### src/lzd_pkg.sv
// Package for the LZ descriptor bitfield decompressor.
// Holds the shared constants, payload structs, command format and state enums.
`timescale 1ns / 1ps
`default_nettype none
package lzd_pkg;

  localparam int unsigned WINDOW_DEPTH = 8192;
  localparam int unsigned OUT_LANES    = 8;
  localparam int unsigned WIN_AW       = $clog2(WINDOW_DEPTH);
  localparam int unsigned LANE_IDX_W   = (OUT_LANES > 1) ? $clog2(OUT_LANES) : 1;
  localparam int unsigned CNT_W        = 9;
  localparam int unsigned QUEUE_DEPTH  = 4;
  localparam int unsigned QUEUE_AW     = $clog2(QUEUE_DEPTH);

  localparam logic [15:0] LIMIT_RESET  = 16'hFFFF;
  localparam logic [15:0] SHORT_BASE   = 16'hFF00;
  localparam logic [2:0]  INL_LEN_MASK = 3'h7;
  localparam logic [4:0]  DESC_BITS    = 5'd16;

  localparam logic [1:0]  ST_RUN   = 2'd0;
  localparam logic [1:0]  ST_END   = 2'd1;
  localparam logic [1:0]  ST_LIMIT = 2'd2;

  typedef struct packed {
    logic [7:0] in_byte;
    logic       start_req;
  } lzd_in_t;

  typedef struct packed {
    logic [63:0] out_data;
    logic [3:0]  out_count;
    logic        last;
    logic [1:0]  status;
  } lzd_out_t;

  typedef enum logic [3:0] {
    PH_TOKEN     = 4'd0,
    PH_FLAG2     = 4'd1,
    PH_SC1       = 4'd2,
    PH_SC2_0     = 4'd3,
    PH_SC2_1     = 4'd4,
    PH_LITERAL   = 4'd5,
    PH_SHORT_OFF = 4'd6,
    PH_INL_LO    = 4'd7,
    PH_INL_HI    = 4'd8,
    PH_EXT_CNT   = 4'd9,
    PH_DESC_LO   = 4'd10,
    PH_DESC_HI   = 4'd11,
    PH_STOPPED   = 4'd12
  } lzd_phase_e;

  typedef enum logic [1:0] {
    CK_NONE = 2'd0,
    CK_LIT  = 2'd1,
    CK_COPY = 2'd2,
    CK_END  = 2'd3
  } lzd_kind_e;

  typedef struct packed {
    lzd_kind_e        kind;
    logic             start;
    logic [7:0]       lit;
    logic [15:0]      offset;
    logic [CNT_W-1:0] count;
  } lzd_cmd_t;

  typedef enum logic [1:0] {
    BK_IDLE  = 2'd0,
    BK_READ  = 2'd1,
    BK_WRITE = 2'd2
  } lzd_back_e;

endpackage
`default_nettype wire

### src/lzd_cmd_queue.sv
// Small command queue between the front end and the back end.
// Depends on lzd_pkg.
`timescale 1ns / 1ps
`default_nettype none
module lzd_cmd_queue (
  input  wire logic              clk_i,
  input  wire logic              rst_ni,
  input  wire logic              wr_i,
  input  wire lzd_pkg::lzd_cmd_t wdata_i,
  output logic                   full_o,
  input  wire logic              rd_i,
  output lzd_pkg::lzd_cmd_t      rdata_o,
  output logic                   valid_o
);
  import lzd_pkg::*;

  lzd_cmd_t            slot_q [QUEUE_DEPTH];
  logic [QUEUE_AW-1:0] wptr_q, rptr_q;
  logic [QUEUE_AW:0]   cnt_q;
  logic                do_wr, do_rd;

  assign full_o  = (cnt_q == (QUEUE_AW + 1)'(QUEUE_DEPTH));
  assign valid_o = (cnt_q != '0);
  assign rdata_o = slot_q[rptr_q];
  assign do_wr   = wr_i && !full_o;
  assign do_rd   = rd_i && valid_o;

  always_ff @(posedge clk_i) begin
    if (do_wr) begin
      slot_q[wptr_q] <= wdata_i;
    end
  end

  always_ff @(posedge clk_i or negedge rst_ni) begin
    if (!rst_ni) begin
      wptr_q <= '0;
      rptr_q <= '0;
      cnt_q  <= '0;
    end else begin
      if (do_wr) begin
        wptr_q <= wptr_q + 1'b1;
      end
      if (do_rd) begin
        rptr_q <= rptr_q + 1'b1;
      end
      if (do_wr && !do_rd) begin
        cnt_q <= cnt_q + 1'b1;
      end else if (do_rd && !do_wr) begin
        cnt_q <= cnt_q - 1'b1;
      end
    end
  end

endmodule
`default_nettype wire

### config.mk
export PLATFORM = sky130hd
export DESIGN_NAME = lzd_cmd_queue
export DESIGN_NICKNAME = d
export VERILOG_FILES = /design/src/lzd_pkg.sv /design/src/lzd_cmd_queue.sv
export SDC_FILE = /design/constraint.sdc
export NUM_CORES = 1
export LEC_CHECK = 0
export BUFFER_PORTS_ARGS = -buffer_cell sky130_fd_sc_hd__buf_2
export CORE_ASPECT_RATIO = 1.4
export CORE_MARGIN = 4
export CORE_UTILIZATION = 39
export CTS_BUF_LIST = sky130_fd_sc_hd__clkbuf_4 sky130_fd_sc_hd__clkbuf_8
export CTS_CLUSTER_DIAMETER = 200
export DETAILED_ROUTE_END_ITERATION = 10
export PLACE_DENSITY_LB_ADDON = 0.2
export SYNTH_ARGS = -nofsm -noshare
export SYNTH_HDL_FRONTEND = slang
export SYNTH_SLANG_ARGS = --single-unit
### constraint.sdc
create_clock -name clk_i -period 3 [get_ports clk_i]
set_input_delay 0.15 -clock clk_i [delete_from_list [all_inputs] [get_ports clk_i]]
set_output_delay 0.15 -clock clk_i [all_outputs]
set_load 0.01 [all_outputs]
# == Word level (Yosys, flattened, before mapping) ==
# Memory sizes are Yosys's and may differ from the RTL's.
# Cells that the tools add are included.
# totals
out_inout_bits,38
input_bits,40
register_bits,7
elab_cells,22
ram_bits,144
mem_count,1
# mem_list
memory,depth,word_bits,read_ports,rd_clocked_by_memory_dff,wr,line_no,source
slot_q,4,36,1,0,1,lzd_cmd_queue.sv:17,lzd_cmd_t slot_q [QUEUE_DEPTH];
# op_classes
eq_ne,1
addsub,4
reduce_logical,9
mux,4
# op_table
op,n
3-bit two-way mux,2
2-bit by 1-bit adder with 2-bit output (second input constant),2
1-bit logical AND,4
3-bit by 1-bit adder with 3-bit output (second input constant),1
3-bit == test (second input constant),1
1-bit zero test,3
3-bit nonzero test,1
3-bit by 1-bit subtractor with 3-bit output (second input constant),1
1-bit two-way mux,2
2-bit nonzero test,1

# == Depth between registers and ports, before layout ==
# logic_depth
depth_word,7
mapped_depth,9
ltp_nobuf,8

# == Least setup slack after synthesis ==
# OpenSTA, ideal clock, no wires.
# synth_timing
kind,register to register
from,reg cnt_q[2]
to,mem slot_q[0][0] (netlist name) (enable)
synth_period_minus_slack_ps,2105
setup_slack_ps,895
path_stages_with_launch,5
t_arrival_ps,1708
t_required_ps,2603
setup_ps,397
path_buffers,1
cell_sequence,dfrtp_1 -> nor3b_2 -> nor2b_1 -> buf_6 -> and2_1
# synth_via
elab_chain_len,5
# synth_lines
element,line_no,source
"start, declared",lzd_cmd_queue.sv:19,logic [QUEUE_AW:0] cnt_q;
"start signal, assigned",lzd_cmd_queue.sv:47,cnt_q <= cnt_q + 1'b1;
"start signal, assigned",lzd_cmd_queue.sv:49,cnt_q <= cnt_q - 1'b1;
3-bit == test,lzd_cmd_queue.sv:22,assign full_o = (cnt_q == (QUEUE_AW + 1)'(QUEUE_DEPTH));
named net full_o,lzd_cmd_queue.sv:10,"output logic full_o,"
1-bit zero test,lzd_cmd_queue.sv:25,assign do_wr = wr_i && !full_o;
1-bit logical AND,lzd_cmd_queue.sv:25,
named net do_wr,lzd_cmd_queue.sv:20,"logic do_wr, do_rd;"
1-bit two-way mux,lzd_cmd_queue.sv:29,if (do_wr) begin
1-bit two-way mux (not written as such),lzd_cmd_queue.sv:30,slot_q[wptr_q] <= wdata_i;
"end, declared",lzd_cmd_queue.sv:17,
# The timed path passes the listed nets, and every way through them passes these cells.

==> qor.yml <==
n_fill_cell: 1181
min_period_over_period: 0.789
min_path_type: "in -> async"
crit_path_top_delay_cell: "dfrtp_2"
path_clk_slew_ns: 0.08
avgSynthCellArea_um2: 25.3
clk_path_buf_depth: 2
rr_startpoint: "cnt_q[2]$_DFFE_PN0P_"
synth-async-reset-ratio: 0.0464
yosysSeqAreaShare: 0.799
grt_pass1_vias: 2890
p_sw_frac: 0.289
skew_ns: 0.0108
synth_cell_types: 20
critPathCaptureType: "output port"
synth_most_common_cell: "edfxtp_1"
ys.flop_type: "edfxtp_1"
die_area_um2: 16500
critPathLaunchType: "flop"
core_area_um2: 14000
r2r_slack_ns: 0.88
instances_no_fill: 554
p_per_area_nw_per_um2: 931
synth_fp_nets: 269
worstPathMaxFanout: 16
place_inst: 484
final_antenna_net_count: 0
hold_violations: 0
drt-pass1-iter-count: 5
reg2reg_depth: 8
grt-ovfl-total: 0
yosys-top-cells-area: "edfxtp_1 77%, mux4_2 14%, dfrtp_1 3.1%"
cp.arrival_ns: 2.22
cts.sinks: 151
h-tree-depth: 4
p_leak_nw: 2.47
p_comb_frac: 0.290
die_width_um: 110
fin_setup_tns_ns: 0
grt_usage: 0.131
vias_per_cell: 4.76
route.detailed.wl_per_inst_um: 17.8
rows: 51
synth_cells: 223
drt-total-wl_mm: 9.89
drive_gt1_frac: 0.436
grt_pass1_wl_mm: 15.6
vias: 2638
antenna_found_initial: 0
syn_to_final_growth_pct: 25.8
max-slew-margin-rel: 0.621
crit_family: "flip-flops"
yosysTopAreaCellShare: 0.768
clock_latency_ns: 0.43
hold_ws_ns: 0.0801
fmax_mhz: 423
initial_core_util: 0.401
root_buffer: "clkbuf_8"
switchingPower_w: 0.00191
worstMarginPinSlew_ns: 0.568
yosysTopAreaCell: "edfxtp_1"
place_congestion: 0.698
placed_area_um2: 6260
seqPwrFrac: 0.457
synth-edff-count: 144
synth_common_cells: "144 x edfxtp_1, 36 x mux4_2, 7 x dfrtp_1"
max-cap-violations: 0
timing.critical_path.buf_inv: 2
cts-buffers-inserted: 17
fin_crit_ns: 2.37
cts_tree: "yes"
critPathMaxStageDelay_ns: 0.73
p_int_w: 0.00469
nets: 402
worstSetupPathType: "reg -> out"
worstPathRequired_ns: 2.85
drv_slew: 0
grt_max_degree: 37
ir_drop_mv: 0.401
power_w: 0.00659
clockPowerShare: 0.253
io_buffers: 77
r2r-end: "cnt_q[2]$_DFFE_PN0P_"
design_area_um2: 7080
rsz0062_at_grt: "no"
synth.cell_area_um2: 5630
dp_hpwl_mm: 6.08
status: "completed"
diodes: 0
post_cts_buffers: 0
worstPathCellList: "buf_4, mux4_2, buf_2"
synth-seq-cells: 151
first_iter_violations: 77
io_pins: 78
synth_warnings: 0
fp.dieH_um: 150
finalSetupViolCount: 0
drc_errors: 0
## cell families after synthesis
family,after synthesis,share of synthesized area
xor+xnor,6,0.00933
fa+ha+maj,6,0.0147
buf+inv,12,0.0180
flops,151,0.799
mux,38,0.148
simple gates,10,0.0111
## layout make-up
cell class	count	area, um^2	area share
Sequential cell	151	4500	0.636
Multi-Input combinational cell	60	1040	0.146
Timing Repair Buffer	123	863	0.122
Clock buffer	18	241	0.0341
Tap cell	185	231	0.0327
Clock inverter	14	198	0.0279
Inverter	3	11.3	0.00159
## state kept, by name, indices dropped and copies added (netlist names)
signal,count
wptr_q,2
cnt_q,3
rptr_q,2
slot_q,144
## power by group through the flow
stage                     clock [W]  sequential, W  combinational (W)
final                       0.00167        0.00301            0.00191
after global routing        0.00182        0.00307            0.00208
after CTS                   0.00173        0.00303            0.00199
after detailed placement          0        0.00307            0.00194
after global placement            0        0.00305            0.00193
after floorplan                   0        0.00293            0.00137
## layer usage
metal	share of wire	track usage	vias up
met2	0.55	0.223	57
met5	0	0	-
met3	0.043	0.0390	11
li1	-	-	1209
met4	0.014	0.0524	0
met1	0.40	0.155	1361
## what timing repair did
action                                 CTS  global route
hold buffers                            38             0
resized for setup                        0             0
endpoints found under the hold margin  153             0
## metrics by stage
step                      utilization  setup WS, ns
after CTS                       0.505         0.521
after detailed placement        0.446         0.859
after global routing            0.505         0.436
after floorplan                     -         0.895
after global placement          0.446         0.936
final                           0.505         0.634
## placed cells by master (no fill, tap or decap), types with 5 or more instances in the layout
cell type | netlist | layout
dfrtp_1 | 7 | 5
dlygate4sd3_1 | 0 | 38
mux4_2 | 36 | 36
buf_4 | 1 | 5
ha_1 | 5 | 5
buf_2 | 4 | 77
clkbuf_8 | 0 | 17
edfxtp_1 | 144 | 144
## worst max-delay path by stage
stage,startpoint,to,depth (start not counted)
final,rptr_q[0]$_DFFE_PN0P_,rdata_o[19],3
after detailed placement,cnt_q[2]$_DFFE_PN0P_,cnt_q[2]$_DFFE_PN0P_,8
after global routing,rptr_q[0]$_DFFE_PN0P_,rdata_o[19],3
after CTS,rptr_q[0]$_DFFE_PN0P_,rdata_o[20],3
after floorplan,cnt_q[2]$_DFFE_PN0P_,slot_q[0][0]$_DFFE_PP_,4
after global placement,cnt_q[2]$_DFFE_PN0P_,cnt_q[2]$_DFFE_PN0P_,8
(Power assumes the default switching activity.)
