[src/lzd_pkg.sv]
// Package for the LZ descriptor bitfield decompressor.
// Holds the shared constants, payload structs, command format and state enums.
`timescale 1ns / 1ps
`default_nettype none
package lzd_pkg;

  localparam int unsigned WINDOW_DEPTH = 8192;
  localparam int unsigned OUT_LANES    = 8;
  localparam int unsigned WIN_AW       = $clog2(WINDOW_DEPTH);
  localparam int unsigned LANE_IDX_W   = (OUT_LANES > 1) ? $clog2(OUT_LANES) : 1;
  localparam int unsigned CNT_W        = 9;
  localparam int unsigned QUEUE_DEPTH  = 4;
  localparam int unsigned QUEUE_AW     = $clog2(QUEUE_DEPTH);

  localparam logic [15:0] LIMIT_RESET  = 16'hFFFF;
  localparam logic [15:0] SHORT_BASE   = 16'hFF00;
  localparam logic [2:0]  INL_LEN_MASK = 3'h7;
  localparam logic [4:0]  DESC_BITS    = 5'd16;

  localparam logic [1:0]  ST_RUN   = 2'd0;
  localparam logic [1:0]  ST_END   = 2'd1;
  localparam logic [1:0]  ST_LIMIT = 2'd2;

  typedef struct packed {
    logic [7:0] in_byte;
    logic       start_req;
  } lzd_in_t;

  typedef struct packed {
    logic [63:0] out_data;
    logic [3:0]  out_count;
    logic        last;
    logic [1:0]  status;
  } lzd_out_t;

  typedef enum logic [3:0] {
    PH_TOKEN     = 4'd0,
    PH_FLAG2     = 4'd1,
    PH_SC1       = 4'd2,
    PH_SC2_0     = 4'd3,
    PH_SC2_1     = 4'd4,
    PH_LITERAL   = 4'd5,
    PH_SHORT_OFF = 4'd6,
    PH_INL_LO    = 4'd7,
    PH_INL_HI    = 4'd8,
    PH_EXT_CNT   = 4'd9,
    PH_DESC_LO   = 4'd10,
    PH_DESC_HI   = 4'd11,
    PH_STOPPED   = 4'd12
  } lzd_phase_e;

  typedef enum logic [1:0] {
    CK_NONE = 2'd0,
    CK_LIT  = 2'd1,
    CK_COPY = 2'd2,
    CK_END  = 2'd3
  } lzd_kind_e;

  typedef struct packed {
    lzd_kind_e        kind;
    logic             start;
    logic [7:0]       lit;
    logic [15:0]      offset;
    logic [CNT_W-1:0] count;
  } lzd_cmd_t;

  typedef enum logic [1:0] {
    BK_IDLE  = 2'd0,
    BK_READ  = 2'd1,
    BK_WRITE = 2'd2
  } lzd_back_e;

endpackage
`default_nettype wire

[src/lzd_front.sv]
// Front end: parses compressed bytes, tracks the descriptor and emits commands.
// Depends on lzd_pkg.
`timescale 1ns / 1ps
`default_nettype none
module lzd_front (
  input  wire logic            clk_i,
  input  wire logic            rst_ni,
  input  wire lzd_pkg::lzd_in_t in_i,
  input  wire logic            accept_i,
  output lzd_pkg::lzd_cmd_t    cmd_o,
  output logic                 cmd_valid_o
);
  import lzd_pkg::*;

  lzd_phase_e  phase_q, phase_d;
  logic [15:0] desc_q, desc_d;
  logic [4:0]  bits_q, bits_d;
  logic [7:0]  off_lo_q, off_lo_d;
  logic [7:0]  off_hi_q, off_hi_d;

  always_comb begin
    lzd_phase_e ph, nx;
    logic [15:0] desc;
    logic [4:0]  bits;
    logic [7:0]  lo, hi, b;
    logic        run, done, bit_v;
    lzd_cmd_t    cmd;

    b    = in_i.in_byte;
    ph   = phase_q;
    desc = desc_q;
    bits = bits_q;
    lo   = off_lo_q;
    hi   = off_hi_q;
    run  = 1'b0;
    done = 1'b0;
    nx   = PH_TOKEN;
    bit_v = 1'b0;
    cmd  = '{kind: CK_NONE, start: in_i.start_req, lit: b, offset: '0, count: '0};

    if (in_i.start_req) begin
      desc = '0;
      bits = '0;
      lo   = '0;
      hi   = '0;
      ph   = PH_DESC_LO;
    end

    case (ph)
      PH_DESC_LO: begin
        desc = {8'h00, b};
        ph   = PH_DESC_HI;
      end
      PH_DESC_HI: begin
        desc = {b, desc[7:0]};
        bits = DESC_BITS;
        ph   = (hi <= 8'(PH_INL_LO)) ? lzd_phase_e'(hi[3:0]) : PH_TOKEN;
        run  = 1'b1;
      end
      PH_LITERAL: begin
        cmd.kind = CK_LIT;
        ph  = PH_TOKEN;
        run = 1'b1;
      end
      PH_SHORT_OFF: begin
        cmd.kind   = CK_COPY;
        cmd.offset = SHORT_BASE | {8'h00, b};
        cmd.count  = CNT_W'(lo);
        ph  = PH_TOKEN;
        run = 1'b1;
      end
      PH_INL_LO: begin
        lo = b;
        ph = PH_INL_HI;
      end
      PH_INL_HI: begin
        hi = b;
        if ((b[2:0] & INL_LEN_MASK) != 3'd0) begin
          cmd.kind   = CK_COPY;
          cmd.offset = {3'b111, b[7:3], lo};
          cmd.count  = CNT_W'(b[2:0]) + CNT_W'(2);
          ph  = PH_TOKEN;
          run = 1'b1;
        end else begin
          ph = PH_EXT_CNT;
        end
      end
      PH_EXT_CNT: begin
        if (b == 8'd0) begin
          cmd.kind = CK_END;
          ph = PH_STOPPED;
        end else begin
          if (b != 8'd1) begin
            cmd.kind   = CK_COPY;
            cmd.offset = {3'b111, hi[7:3], lo};
            cmd.count  = CNT_W'(b) + CNT_W'(1);
          end
          ph  = PH_TOKEN;
          run = 1'b1;
        end
      end
      default: begin
      end
    endcase

    // At most four descriptor bits are taken before a byte is needed.
    if (run) begin
      for (int i = 0; i < 4; i++) begin
        if (!done && ph <= PH_SC2_1) begin
          if (bits == 5'd0) begin
            hi   = 8'(ph);
            ph   = PH_DESC_LO;
            done = 1'b1;
          end else begin
            bit_v = desc[0];
            desc  = desc >> 1;
            bits  = bits - 5'd1;
            case (ph)
              PH_TOKEN: nx = bit_v ? PH_LITERAL : PH_FLAG2;
              PH_FLAG2: nx = bit_v ? PH_INL_LO : PH_SC1;
              PH_SC1:   nx = bit_v ? PH_SC2_1 : PH_SC2_0;
              PH_SC2_0: begin
                lo = bit_v ? 8'd3 : 8'd2;
                nx = PH_SHORT_OFF;
              end
              default: begin
                lo = bit_v ? 8'd5 : 8'd4;
                nx = PH_SHORT_OFF;
              end
            endcase
            if (bits == 5'd0) begin
              hi   = 8'(nx);
              ph   = PH_DESC_LO;
              done = 1'b1;
            end else begin
              ph = nx;
            end
          end
        end
      end
    end

    phase_d     = ph;
    desc_d      = desc;
    bits_d      = bits;
    off_lo_d    = lo;
    off_hi_d    = hi;
    cmd_o       = cmd;
    cmd_valid_o = (cmd.kind != CK_NONE) || cmd.start;
  end

  always_ff @(posedge clk_i or negedge rst_ni) begin
    if (!rst_ni) begin
      phase_q  <= PH_DESC_LO;
      desc_q   <= '0;
      bits_q   <= '0;
      off_lo_q <= '0;
      off_hi_q <= '0;
    end else if (accept_i) begin
      phase_q  <= phase_d;
      desc_q   <= desc_d;
      bits_q   <= bits_d;
      off_lo_q <= off_lo_d;
      off_hi_q <= off_hi_d;
    end
  end

endmodule
`default_nettype wire

[config.mk]
export PLATFORM = sky130hd
export DESIGN_NAME = lzd_front
export DESIGN_NICKNAME = d
export VERILOG_FILES = /design/src/lzd_pkg.sv /design/src/lzd_front.sv
export SDC_FILE = /design/constraint.sdc
export NUM_CORES = 1
export LEC_CHECK = 0
export ABC_AREA = 0
export CAP_MARGIN = 30
export CELL_PAD_IN_SITES_DETAIL_PLACEMENT = 0
export CELL_PAD_IN_SITES_GLOBAL_PLACEMENT = 1
export CORE_MARGIN = 2
export CORE_UTILIZATION = 44
export CTS_BUF_LIST = sky130_fd_sc_hd__clkbuf_16
export CTS_CLUSTER_DIAMETER = 80
export DETAILED_ROUTE_END_ITERATION = 12
export DONT_BUFFER_PORTS = 1
export GPL_TIMING_DRIVEN = 0
export HOLD_SLACK_MARGIN = 0.05
export PLACE_DENSITY_LB_ADDON = 0.15
export SYNTH_ARGS = -nofsm -noshare
export SYNTH_HDL_FRONTEND = slang
export SYNTH_SLANG_ARGS = --single-unit
[constraint.sdc]
create_clock -name clk_i -period 6.2 [get_ports clk_i]
set_input_delay 0 -clock clk_i [delete_from_list [all_inputs] [get_ports clk_i]]
set_output_delay 0 -clock clk_i [all_outputs]
set_load 0.05 [all_outputs]
Yosys cells after proc, flatten, opt, wreduce, memory -nomap -nowiden. Index checks and enable logic that the tools add are counted.

Flip-flop bits (word level): 41. Bits in latches: 0. RAM bits: 0. Memory bits (read-only): 0. Input port bits: 12. Output and inout bits: 37. Logic and storage cells: 193. Memories kept: 0.

Add/subtract/negate cells: 6. Multipliers: 0. Div/mod/pow operators: 0. Order comparisons: 5. Eq/ne operators: 20. Shift operators: 0. Multiplexer cells: 129. Bitwise operators: 0. Reductions and logical operators: 28.

Operators with widths (count): $mux 16 (13); $mux 8 (26); $mux 4 (23); $mux 25 (3); $pmux 25 s3 (1); $mux 5 (14); $pmux 8 s2 (4); $logic_not 5->1 (8); $mux 3 (12); $pmux 3 s3 (4); $eq 4x2->1 const B (8); $pmux 16 s2 (1); $pmux 4 s6 (1); $mux 1 (22); $sub 5x1->5 const B (4); $eq 4x1->1 const B (4); $eq 4x4->1 const B (4); $le 4x3->1 const B (4); $logic_not 4->1 (4); $reduce_or 3->1 (5); $eq 4x3->1 const B (3); $add 8x1->9 const B (1); $le 8x3->1 const B (1); $logic_not 8->1 (1); other kinds (11) (17).

Longest topological paths before layout. Gate-level depths: netlist (run 1).

Depth after elaboration: 31. Depth in mapped cells: 34. Mapped depth without buffers: 28.

Worst setup path before layout (run 1). Ideal clock, no wire load.

Kind: reg-to-reg. Start point: register phase_q[3]. End point: register off_hi_q[5]. Setup time: 0.066 ns. Data arrival time: 6.696 ns. Required time: 6.134 ns. Path slack: -0.563 ns. Cell stages (with the launch flop): 34. Path buffers: 5. Clock period less this slack: 6.763 ns. Cells stage by stage: dfstp_2 and3b_1 buf_6 a21oi_1 nand2_1 ha_1 o21ai_0 or2_2 clkbuf_1 nand3_1 buf_1 nor2_1 a31oi_1 ha_1 inv_1 a31oi_1 nand2_1 o21ai_1 clkbuf_1 nand2_1 o21ai_0 ha_1 o311ai_2 nor2_1 nor3_1 clkbuf_1 nor2_1 a21oi_1 ha_1 a21boi_0 a32o_1 o32a_4 o22ai_1 a22o_1.

Word-level cells in the longest chain between the ends: 29. Elaborated cells on any way between the ends: 113. Those cells by class: add/sub (4); order compare (4); eq/ne (13); mux (73); reduce/logical (19).

RTL lines: start: declaration (line lzd_front.sv:15) `lzd_phase_e phase_q, phase_d;`; start signal: assignment (line lzd_front.sv:160) `phase_q <= phase_d;`; $mux 4 * (line lzd_front.sv:41) `if (in_i.start_req) begin`; $eq 4x3->1 (line lzd_front.sv:49) `case (ph)`; $reduce_or 2->1 (no line); $pmux 4 s6 (line lzd_front.sv:49); $eq 4x2->1 (tied with other cells) (line lzd_front.sv:118) `case (ph)`; $pmux 3 s3 (line lzd_front.sv:118); $mux 4 (line lzd_front.sv:110) `if (bits == 5'd0) begin`; $mux 4 (line lzd_front.sv:109) `if (!done && ph <= PH_SC2_1) begin`; [... 13 more ...]; $mux 5 / $mux 4 (equally long branches) (line lzd_front.sv:109, lzd_front.sv:131); $mux 5 / $mux 4 (equally long branches) (line lzd_front.sv:107, lzd_front.sv:110); $sub 5x1->5 / $mux 4 (equally long branches) (line lzd_front.sv:117, lzd_front.sv:109); $logic_not 5->1 / $mux 4 (equally long branches) (line lzd_front.sv:131, lzd_front.sv:107); $mux 8 / $le 4x3->1 (equally long branches) (line lzd_front.sv:131, lzd_front.sv:109); $mux 8 / $logic_and 1x1->1 (equally long branches) (line lzd_front.sv:110, lzd_front.sv:109); $mux 8 (line lzd_front.sv:109); $mux 8 * (line lzd_front.sv:107) `if (run) begin`; end signal: assignment (line lzd_front.sv:164) `off_hi_q <= off_hi_d;`; end: declaration (line lzd_front.sv:19) `logic [7:0] off_hi_q, off_hi_d;`.

Mark *: on every way between the ends. The rest lies on a longest branch, timed or not. The select of a mux whose other input is x is not followed. A chain may end at the register's enable or synchronous reset.

Worst setup path in the final report (run 1).
Start point: register phase_q[0]. End point: register off_hi_q[6].

The elaborated chain is that of the path after synthesis.

==> impl_results.md, run 1 <==
* Status: completed
* Synth top area share at 0.172
* First-pass GRT wire length at 33300 microns
* CTS root buf: clkbuf_16
* Final WL at 21400 microns
* Detailed Place HPWL at 16100 microns
* GRT Util Overall at 0.299
* Post-synth EDFFs at 0
* Lkg Pwr at 2.65 nW
* Final period util at 0.963
* N_diodes at 0
* Sequential-to-total area share from yosys stat at 0.181
* Hold Crit Start: accept_i
* Worst setup EP type: register
* DIE WIDTH at ~120 microns
* Starting Density at 0.449
* Worst-case clock buffer depth at 2
* Worst-skew pair later-pin latency at 0.29 ns
* Final Max Tran Viols at 0
* Mean Syn Cell Area at 7.48 sq um
* Worst setup slack after layout at 0.232 ns
* Via Count at 6446
* Final Core Density at 0.525
* Maximum capacitance violations at 0
* Worst-path maximum fanout at 10
* Overflow after GRT at 0
* CTS Buf Count at 5
* Post-synth top area cell: dfrtp_1
* CTS tree: done
* CP startpoint kind: register
* DRT Pass-1 Iters at 6
* Avg WL per Cell at 22.0 microns
* Worst reg-to-reg setup slack at 0.23 ns
* Slew HR at 0.345
* Seq cells post-synth at roughly 40
* Die H at 117 microns
* Worst Skew at 0.00405 ns
* Antenna violations before repair at 0
* Slowest stage delay, CP at between 0.4 and 0.5 ns
* Placed Cells at 937
* Power consumption at 0.00386 W
* H-Tree Level Count at 2
* Post-route DRC at 0
* Main flop type after synthesis: dfrtp_1
* Largest net degree at the start of global routing at 42
* Post-route ant nets at 0
* Vias per cell at approximately 6.6
* Type of the worst setup path: register to register
* Pre-CTS WS at -1.53 ns
* RR Startpoint: phase_q[0]
* Core area at 12600 sq um
* Async SR Flop Fraction at 1.00
* Hold Crit Class: input pin to register
* Data arrival, critical path at 6.19 ns
* Final setup viols at 0
* Number of fill cells at 1269
* Worst VDD drop at 0.331 mV
* DIE AREA at around 14000 sq um
* Reg2Reg Depth at 28
* Vias in the first global route at roughly 5800
* Top cells by area, synth: dfrtp_1 17%, nand2_1 6.0%, nor2_1 5.2%, a21oi_1 4.2%, mux2i_1 3.7%
* Placer Congestion at just over 0.9
* Worst slew pin tran at roughly 1 ns
* Max Freq at roughly 170 MHz
* Ys Warns at 0
* Num rows at 41
* DRC violation total after the first TritonRoute iteration at 738
* IO Count at 49
* Min Tclk post-route at 5.97 ns
* Syn Nets at 786
* Slowest library cell on the worst path: dfrtp_1
* Layout Cells excl Fill at 975
* Hold Path Stages at 3
* Worst endpoint required time at 6.42 ns
* Worst hold endpoint: off_lo_q[2]
* Area Growth Syn to Fin at 16.9%
* Port bufs at 0
* Clock transition at path regs at around 0.060 ns
* Clock Sinks at 41
* PD cells at roughly 600 nW/um^2
* Layout Nets at between 800 and 900
* Post-Synthesis Cells at between 700 and 800
* Most common cell in the netlist: nand2_1
* Worst reg2reg endpoint: off_hi_q[6]
* Leading cell types by count after synthesis: 90 x nand2_1, 78 x nor2_1, 47 x a21oi_1, 39 x dfrtp_1, 39 x o21ai_0
* Layout cells sized above 1 at 0.199
* Final Hold Viols at 0
* Post-synth cell types at 95
* Mapped Area at 5670 sq um
routing by layer:
layer,routed length [microns],up-vias,global-route usage
met4,395,0,0.0633
li1,-,2950,-
met3,1810,40,0.0499
met5,0,-,0
met1,9470,3134,0.432
met2,9760,322,0.469
critical path, delay by kind of cell, from the launching register on:
family / cells / cell delay, ns
AO/OA/AOI/OAI: 12 / 2.48
AND/OR/NAND/NOR: 5 / 1.19
buffers and inverters: 7 / 1.03
adder cells (fa/ha/maj): 3 / 0.61
flip-flops: 1 / 0.43
XOR/XNOR: 1 / 0.14
metrics by stage:
step                      hold slack, ns  instance area (sq um)  TNS [ns]
after floorplan                   -0.296                   5700         0
after CTS                         0.0623                   6390         0
after global routing              0.0860                   6620   -0.0554
after detailed placement          -0.293                   5970    -44.50
final                             0.0762                   6620         0
after global placement            -0.293                   5920    -44.61
kinds of logic (layout without fill, tap and decap cells):
| kind of cell | count (synthesis) | count (layout) | synth area share |
|---|---|---|---|
| buf+inv | 80 | 125 | 0.0691 |
| flops | 41 | 41 | 0.181 |
| fa+ha+maj | 16 | 16 | 0.0353 |
| compound gates | 270 | 270 | 0.367 |
| mux | 31 | 31 | 0.0570 |
| xor+xnor | 13 | 13 | 0.0201 |
| simple gates | 307 | 307 | 0.270 |
final cells by class:
type / count / area (sq um) / area share
Tap cell: 172 / 215 / 0.0325
Multi-Input combinational cell: 637 / 4460 / 0.673
Inverter: 14 / 52.6 / 0.00794
Clock inverter: 3 / 37.5 / 0.00567
Sequential cell: 41 / 1030 / 0.155
Timing Repair Buffer: 39 / 332 / 0.0501
Clock buffer: 5 / 125 / 0.0189
Buffer: 64 / 374 / 0.0565
how the worst max path moves through the flow:
stage                from     endpoint  slack [ns]  cells after the start
6_report       phase_q[0]  off_hi_q[6]        0.23                     28
5_1_grt        phase_q[0]  off_hi_q[6]       -0.02                     29
4_1_cts        phase_q[3]  off_hi_q[6]        0.06                     30
3_5_place_dp   phase_q[3]  off_hi_q[6]       -1.53                     31
3_3_place_gp   phase_q[3]  off_hi_q[6]       -1.50                     31
2_1_floorplan  phase_q[3]  off_hi_q[5]        0.03                     32
registers in the layout, summed over array words and instances, names as in the netlist:
name,flops
phase_q,4
off_lo_q,8
bits_q,5
desc_q,16
off_hi_q,8
where the power goes:
group	switching, W	leakage [nW]	total [W]	internal (W)
registers	0.000100	0.529	0.000463	0.000362
clock network	0.000116	0.0826	0.000303	0.000188
logic	0.00192	2.04	0.00309	0.00118
total	0.00213	2.65	0.00386	0.00173
timing repair:
item,in CTS,in global routing
endpoints found under the hold margin,42,0
pin swaps,10,16
endpoints found under the setup margin,37,35
buffers inserted,11,18
gates resized for setup,29,22
hold buffers,3,0
layout by cell type (no fill, tap or decap), types with 5 or more instances in the layout:
cell type / instances
a211oi_1: 8
a21o_1: 5
a21oi_1: 44
a21oi_4: 5
a22o_1: 20
a22oi_1: 8
a31oi_1: 19
a32o_1: 7
a32oi_1: 7
and2_1: 12
and3_1: 14
buf_2: 14
buf_4: 47
clkbuf_1: 29
clkbuf_16: 5
dfrtp_1: 39
ha_1: 12
inv_1: 12
mux2_2: 9
mux2i_1: 21
nand2_1: 85
nand2_2: 5
nand2b_1: 12
nand3_1: 19
nand3b_1: 5
nand4_1: 7
nor2_1: 75
nor2b_1: 10
nor3_1: 20
o211ai_1: 10
o21ai_0: 33
o21ai_1: 10
o22ai_1: 9
o31ai_1: 9
or3_1: 7
xnor2_1: 7
xor2_1: 5
Note: power is estimated with default switching activity, not from simulation.
==> run 2: changes to the inputs <==
--- a/config.mk
+++ b/config.mk
@@ -17,7 +17,7 @@
 export DONT_BUFFER_PORTS = 1
 export GPL_TIMING_DRIVEN = 0
 export HOLD_SLACK_MARGIN = 0.05
-export PLACE_DENSITY_LB_ADDON = 0.15
+export PLACE_DENSITY_LB_ADDON = 0.1
 export SYNTH_ARGS = -nofsm -noshare
 export SYNTH_HDL_FRONTEND = slang
 export SYNTH_SLANG_ARGS = --single-unit
==> run 2 against run 1 <==
Clock-buffer cell count stayed put. Sequential power is 0.9% higher. Critical path depth is 3 higher. Combinational power hardly changed. Sequential share of layout area is 0.10 points higher. Flip-flop and latch count stayed put. Total power is 0.69% lower. Clock power is 2% higher. Setup slack better by 0.027 ns. Wire length is 1.6% higher. Critical path type unchanged. Highest routed layer unchanged. Final area is 0.64% lower.
==> impl_results.md, run 2 (synthesis gave the netlist of run 1 again) <==
* Clock transition at path regs at 0.07 ns
* Multi-input logic area at approximately 4500 sq um
* Worst hold endpoint: off_lo_q[2]
* Data arrival, critical path at 6.17 ns
* Biggest register: desc_q
* Antenna violations before repair at 0
* CTS root buf: clkbuf_16
* Hold Crit Class: input pin to register
* CP startpoint kind: register
* Worst reg2reg endpoint: off_hi_q[4]
* Vias in the first global route at 5928
* PD cells at just under 600 nW/um^2
* IO Count at 49
* Min Tclk post-route at 5.94 ns
* Final Hold Viols at 0
* DIE WIDTH at around 120 microns
* Slowest stage delay, CP at 0.60 ns
* Max Freq at 168 MHz
* Power consumption at 0.00383 W
* Reg2Reg Depth at 31
* Die H at between 100 and 150 microns
* Detailed Place HPWL at 16100 microns
* Max FFs per register at 16
* Final period util at 0.958
* Type of the worst setup path: register to register
* Storage element area at 1030 sq um
* GRT Util Overall at 0.303
* CP top delay family: compound AO/OA/AOI/OAI gates
* Worst-skew pair later-pin latency at 0.29 ns
* Via Count at 6430
* CTS Buf Count at 5
* RR Startpoint: phase_q[3]
* Final WL at 21800 microns
* Post-route ant nets at 0
* Largest net degree at the start of global routing at 42
* DRT Pass-1 Iters at 9
* Largest registers: desc_q (16), off_hi_q (8), off_lo_q (8)
* Slowest library cell on the worst path: dfstp_2
* Worst setup slack after layout at approximately 0.26 ns
* Global routing's busiest layer: met2
* Num rows at 41
* Hold Crit Start: accept_i
* Final setup viols at 0
* DRC violation total after the first TritonRoute iteration at 747
* Worst-case clock buffer depth at 2
* Pre-CTS WS at -1.56 ns
* GR Layer Usage met3 at 0.0562
* Worst reg-to-reg setup slack at 0.26 ns
* N_diodes at 0
* Post-route DRC at 0
* Most frequent cells in the layout: 86 x nand2_1, 75 x nor2_1, 44 x a21oi_1, 42 x buf_4, 39 x dfrtp_1
* Final Max Tran Viols at 0
* Worst-path maximum fanout at 10
* Met1 global-route usage at 0.434
* H-Tree Level Count at 2
* Avg WL per Cell at 22.5 microns
* Area Growth Syn to Fin at 16.1%
* Lkg Pwr at 2.63 nW
* Hold Path Stages at 3
* Worst Skew at 0.00601 ns
* Overflow after GRT at 0
* Grt met2 use at 0.467
* CP Buf/Inv Count at 7
* Layout cells sized above 1 at 0.193
* Worst endpoint required time at 6.43 ns
* Hold slack at approximately 0.055 ns
* Maximum capacitance violations at 0
* Status: completed
* Most common cell after layout, fill and taps aside: nand2_1
* Core area at 12600 sq um
* CTS tree: done
* Worst setup EP type: register
* Worst VDD drop at 0.435 mV
* Starting Density at 0.449
* Layout Nets at 825
* Slew HR at 0.311
* DIE AREA at about 14000 sq um
* Worst slew pin tran at roughly 1.0 ns
* Clock Sinks at 41
* First-pass GRT wire length at 33700 microns
* Number of fill cells at around 1300
* Vias per cell at 6.63
* Port bufs at 0
* Placer Congestion at approximately 0.92
## run 2: how the worst max path moves through the flow
stage | from | cells past startpoint | endpoint
after floorplan | phase_q[3] | 32 | off_hi_q[5]
after global placement | phase_q[3] | 31 | off_hi_q[5]
after detailed placement | phase_q[3] | 30 | off_hi_q[5]
after CTS | phase_q[3] | 30 | off_hi_q[5]
after global routing | phase_q[3] | 31 | off_hi_q[3]
final | phase_q[3] | 31 | off_hi_q[4]
## run 2: metrics by stage
stage | cells | util | area [sq um] | TNS (ns)
after floorplan | 758 | - | 5700 | 0
after global placement | 930 | 0.469 | 5920 | -43.57
after detailed placement | 937 | 0.473 | 5970 | -44.09
after CTS | 952 | 0.504 | 6350 | -0.00724
after global routing | 970 | 0.521 | 6580 | -0.104
final | 970 | 0.521 | 6580 | 0
## run 2: repair_timing
action | CTS | global route
endpoints found under the hold margin | 42 | 0
pin swaps | 6 | 12
setup endpoints to repair | 37 | 35
gates resized for setup | 30 | 24
hold buffers | 3 | 0
buffers inserted | 5 | 18
## run 2: area by class of cell
class,count,area share
multi-input cells,637,0.678
flip-flops and latches,41,0.156
plain buffers,65,0.0586
repair buffers,33,0.0416
well taps,172,0.0327
clock buffers,5,0.0190
inverters,14,0.00799
clock inverters,3,0.00570
## run 2: routing by layer
layer  wire length, microns  up-vias
met5                      0        -
met4                    524        0
met3                   1750       35
met2                   9820      310
met1                   9690     3146
li1                       -     2939
## run 2: worst min-delay path, cell delays in order
cell and delay [ns]:
o21ai_0 0.09, a22oi_1 0.10, a21oi_1 0.11
## run 2: where the power goes
group	internal, W	leakage (nW)	total, W	switching (W)
Sequential	0.000362	0.529	0.000467	0.000105
Combinational	0.00115	2.02	0.00306	0.00191
Clock	0.000188	0.0826	0.000309	0.000121
Total	0.00170	2.63	0.00383	0.00213
==> run 3: changes to the inputs <==
==> constraint.sdc (replaced) <==
create_clock -name clk_i -period 6.2 [get_ports clk_i]
set_input_delay 0 -clock clk_i [delete_from_list [all_inputs] [get_ports clk_i]]
set_output_delay 0 -clock clk_i [all_outputs]
set_load 0.1 [all_outputs]
==> run 3 against run 2 <==
Critical path type unchanged. Utilization up 2.5 points. First-iteration DRC count shrank 5.6%. Final area rose by 4.8%. Critical endpoint is now off_hi_q[5]. Clock power is essentially flat. Total power grew 5.0%. Register-to-register slack lost 0.04 ns.
==> impl_results.md, run 3 (synthesis gave the netlist of run 1 again) <==
* Status: completed
* Number of fill cells at around 1200
* DIE AREA at 13800 sq um
* Placer Congestion at just over 0.9
* CTS tree: done
* Min Tclk post-route at 5.98 ns
* Most frequent cells in the layout: 86 x nand2_1, 75 x nor2_1, 47 x buf_4, 44 x a21oi_1, 39 x dfrtp_1
* Data arrival, critical path at 6.21 ns
* H-Tree Level Count at 2
* Worst-case clock buffer depth at 2
* Worst reg-to-reg setup slack at around 0.22 ns
* Slew HR at 0.353
* Avg WL per Cell at about 22 microns
* Power consumption at 0.00403 W
* RR Startpoint: phase_q[3]
* IO Count at between 40 and 50
* PD cells at 584 nW/um^2
* CTS Buf Count at 5
* Slowest stage delay, CP at between 0.5 and 0.6 ns
* Hold Crit Start: accept_i
* CTS root buf: clkbuf_16
* CP startpoint kind: register
* Final period util at 0.965
* Sw Ratio at 0.557
* Detailed Place HPWL at ~16000 microns
* Area Growth Syn to Fin at 21.7%
* DRC violation total after the first TritonRoute iteration at 705
* NetSw at 0.00224 W
* Combinational share of power at 0.808
* Vias in the first global route at 6037
* Final setup viols at 0
* Max Freq at 167 MHz
* Final Max Tran Viols at 0
* Post-route ant nets at 0
* Hold Crit Class: input pin to register
* Worst-path maximum fanout at 10
* N_diodes at 0
* Internal power at 0.00178 W
* GRT Util Overall at 0.308
* Clock transition at path regs at around 0.07 ns
* Worst slew pin tran at 0.974 ns
* DRT Pass-1 Iters at 5
* Final WL at 22100 microns
* Largest net degree at the start of global routing at between 40 and 50
* Largest registers: desc_q (16), off_hi_q (8), off_lo_q (8)
* Placed Cells at 944
* Max FFs per register at 16
* DIE WIDTH at 117 microns
* Post-route DRC at 0
* Clock Sinks at 41
* Overflow after GRT at 0
* Maximum capacitance violations at 0
* Clk network pwr share at 0.076
* Worst Skew at 0.00522 ns
* Critical Path Source: phase_q[3]
* Worst setup EP type: register
* Seq pwr share at 0.116
* CP top delay family: compound AO/OA/AOI/OAI gates
* Worst endpoint required time at about 6.4 ns
* Slowest library cell on the worst path: dfstp_2
* Lkg Pwr at roughly 2.8 nW
* Biggest register: desc_q
* CP Buf/Inv Count at 7
* Die H at 117 microns
* Core area at between 10000 and 15000 sq um
* Num rows at just over 40
* Layout Cells excl Fill at 986
* Most common cell after layout, fill and taps aside: nand2_1
* Worst VDD drop at between 0.4 and 0.5 mV
* Layout Nets at 841
* Worst-skew pair later-pin latency at 0.29 ns
* Starting Density at 0.449
* Type of the worst setup path: register to register
* Final Hold Viols at 0
* First-pass GRT wire length at about 34000 microns
* Antenna violations before repair at 0
* Layout cells sized above 1 at 0.225
* Vias per cell at 6.59
* Via Count at 6496
* Port bufs at 0
-- run 3: power by group through the flow --
stage	sequential (W)	clock [W]	combinational (W)
after floorplan	0.000420	0	0.00211
after global placement	0.000460	0	0.00266
after detailed placement	0.000461	0	0.00271
after CTS	0.000456	0.000308	0.00293
after global routing	0.000474	0.000321	0.00348
final	0.000465	0.000308	0.00325
-- run 3: final cells by class --
type	instances	area [sq um]	area share
Sequential cell	41	1030	0.149
Tap cell	172	215	0.0312
Timing Repair Buffer	49	538	0.0780
Multi-Input combinational cell	637	4510	0.655
Buffer	65	385	0.0559
Clock buffer	5	125	0.0181
Clock inverter	3	37.5	0.00544
Inverter	14	52.6	0.00762
-- run 3: path summary, 6_finish.rpt --
path,cells past startpoint,endpoint
hold reg to reg,1,desc_q[15]
hold / removal,3,off_lo_q[2]
max in group asynchronous,2,phase_q[3]
setup reg to reg,31,off_hi_q[5]
setup / recovery,31,off_hi_q[5]
min in group asynchronous,2,phase_q[0]
-- run 3: layer usage --
layer / global-route usage / routed length, microns / vias to the layer above
met5: 0 / 0 / -
met4: 0.0873 / 432 / 0
met3: 0.0610 / 1840 / 38
met2: 0.479 / 10200 / 289
met1: 0.435 / 9680 / 3186
li1: - / - / 2983
-- run 3: what timing repair did --
action / CTS / global route
pin swaps: 6 / 10
hold buffers: 3 / 0
hold endpoints to repair: 42 / 0
setup endpoints to repair: 37 / 35
gates resized for setup: 31 / 21
setup buffers: 5 / 26
-- run 3: worst reg2reg max path, delay by kind of cell (launching register included) --
| family | cells | cell delay, ns |
|---|---|---|
| compound gates | 12 | 2.19 |
| xor+xnor | 1 | 0.14 |
| fa+ha+maj | 4 | 0.77 |
| buf+inv | 7 | 0.93 |
| flops | 1 | 0.59 |
| simple gates | 7 | 1.31 |
-- run 3: metrics by stage --
stage	TNS, ns	setup WS [ns]	utilization	area [sq um]	hold slack (ns)
floorplan	0	0.0299	-	5700	-0.296
global placement	-43.57	-1.48	0.469	5920	-0.293
detailed placement	-43.61	-1.52	0.494	6230	-0.293
CTS	0	0.00532	0.524	6620	0.0580
global route	-0.0457	-0.0242	0.547	6900	0.0813
finish	0	0.220	0.547	6900	0.0755
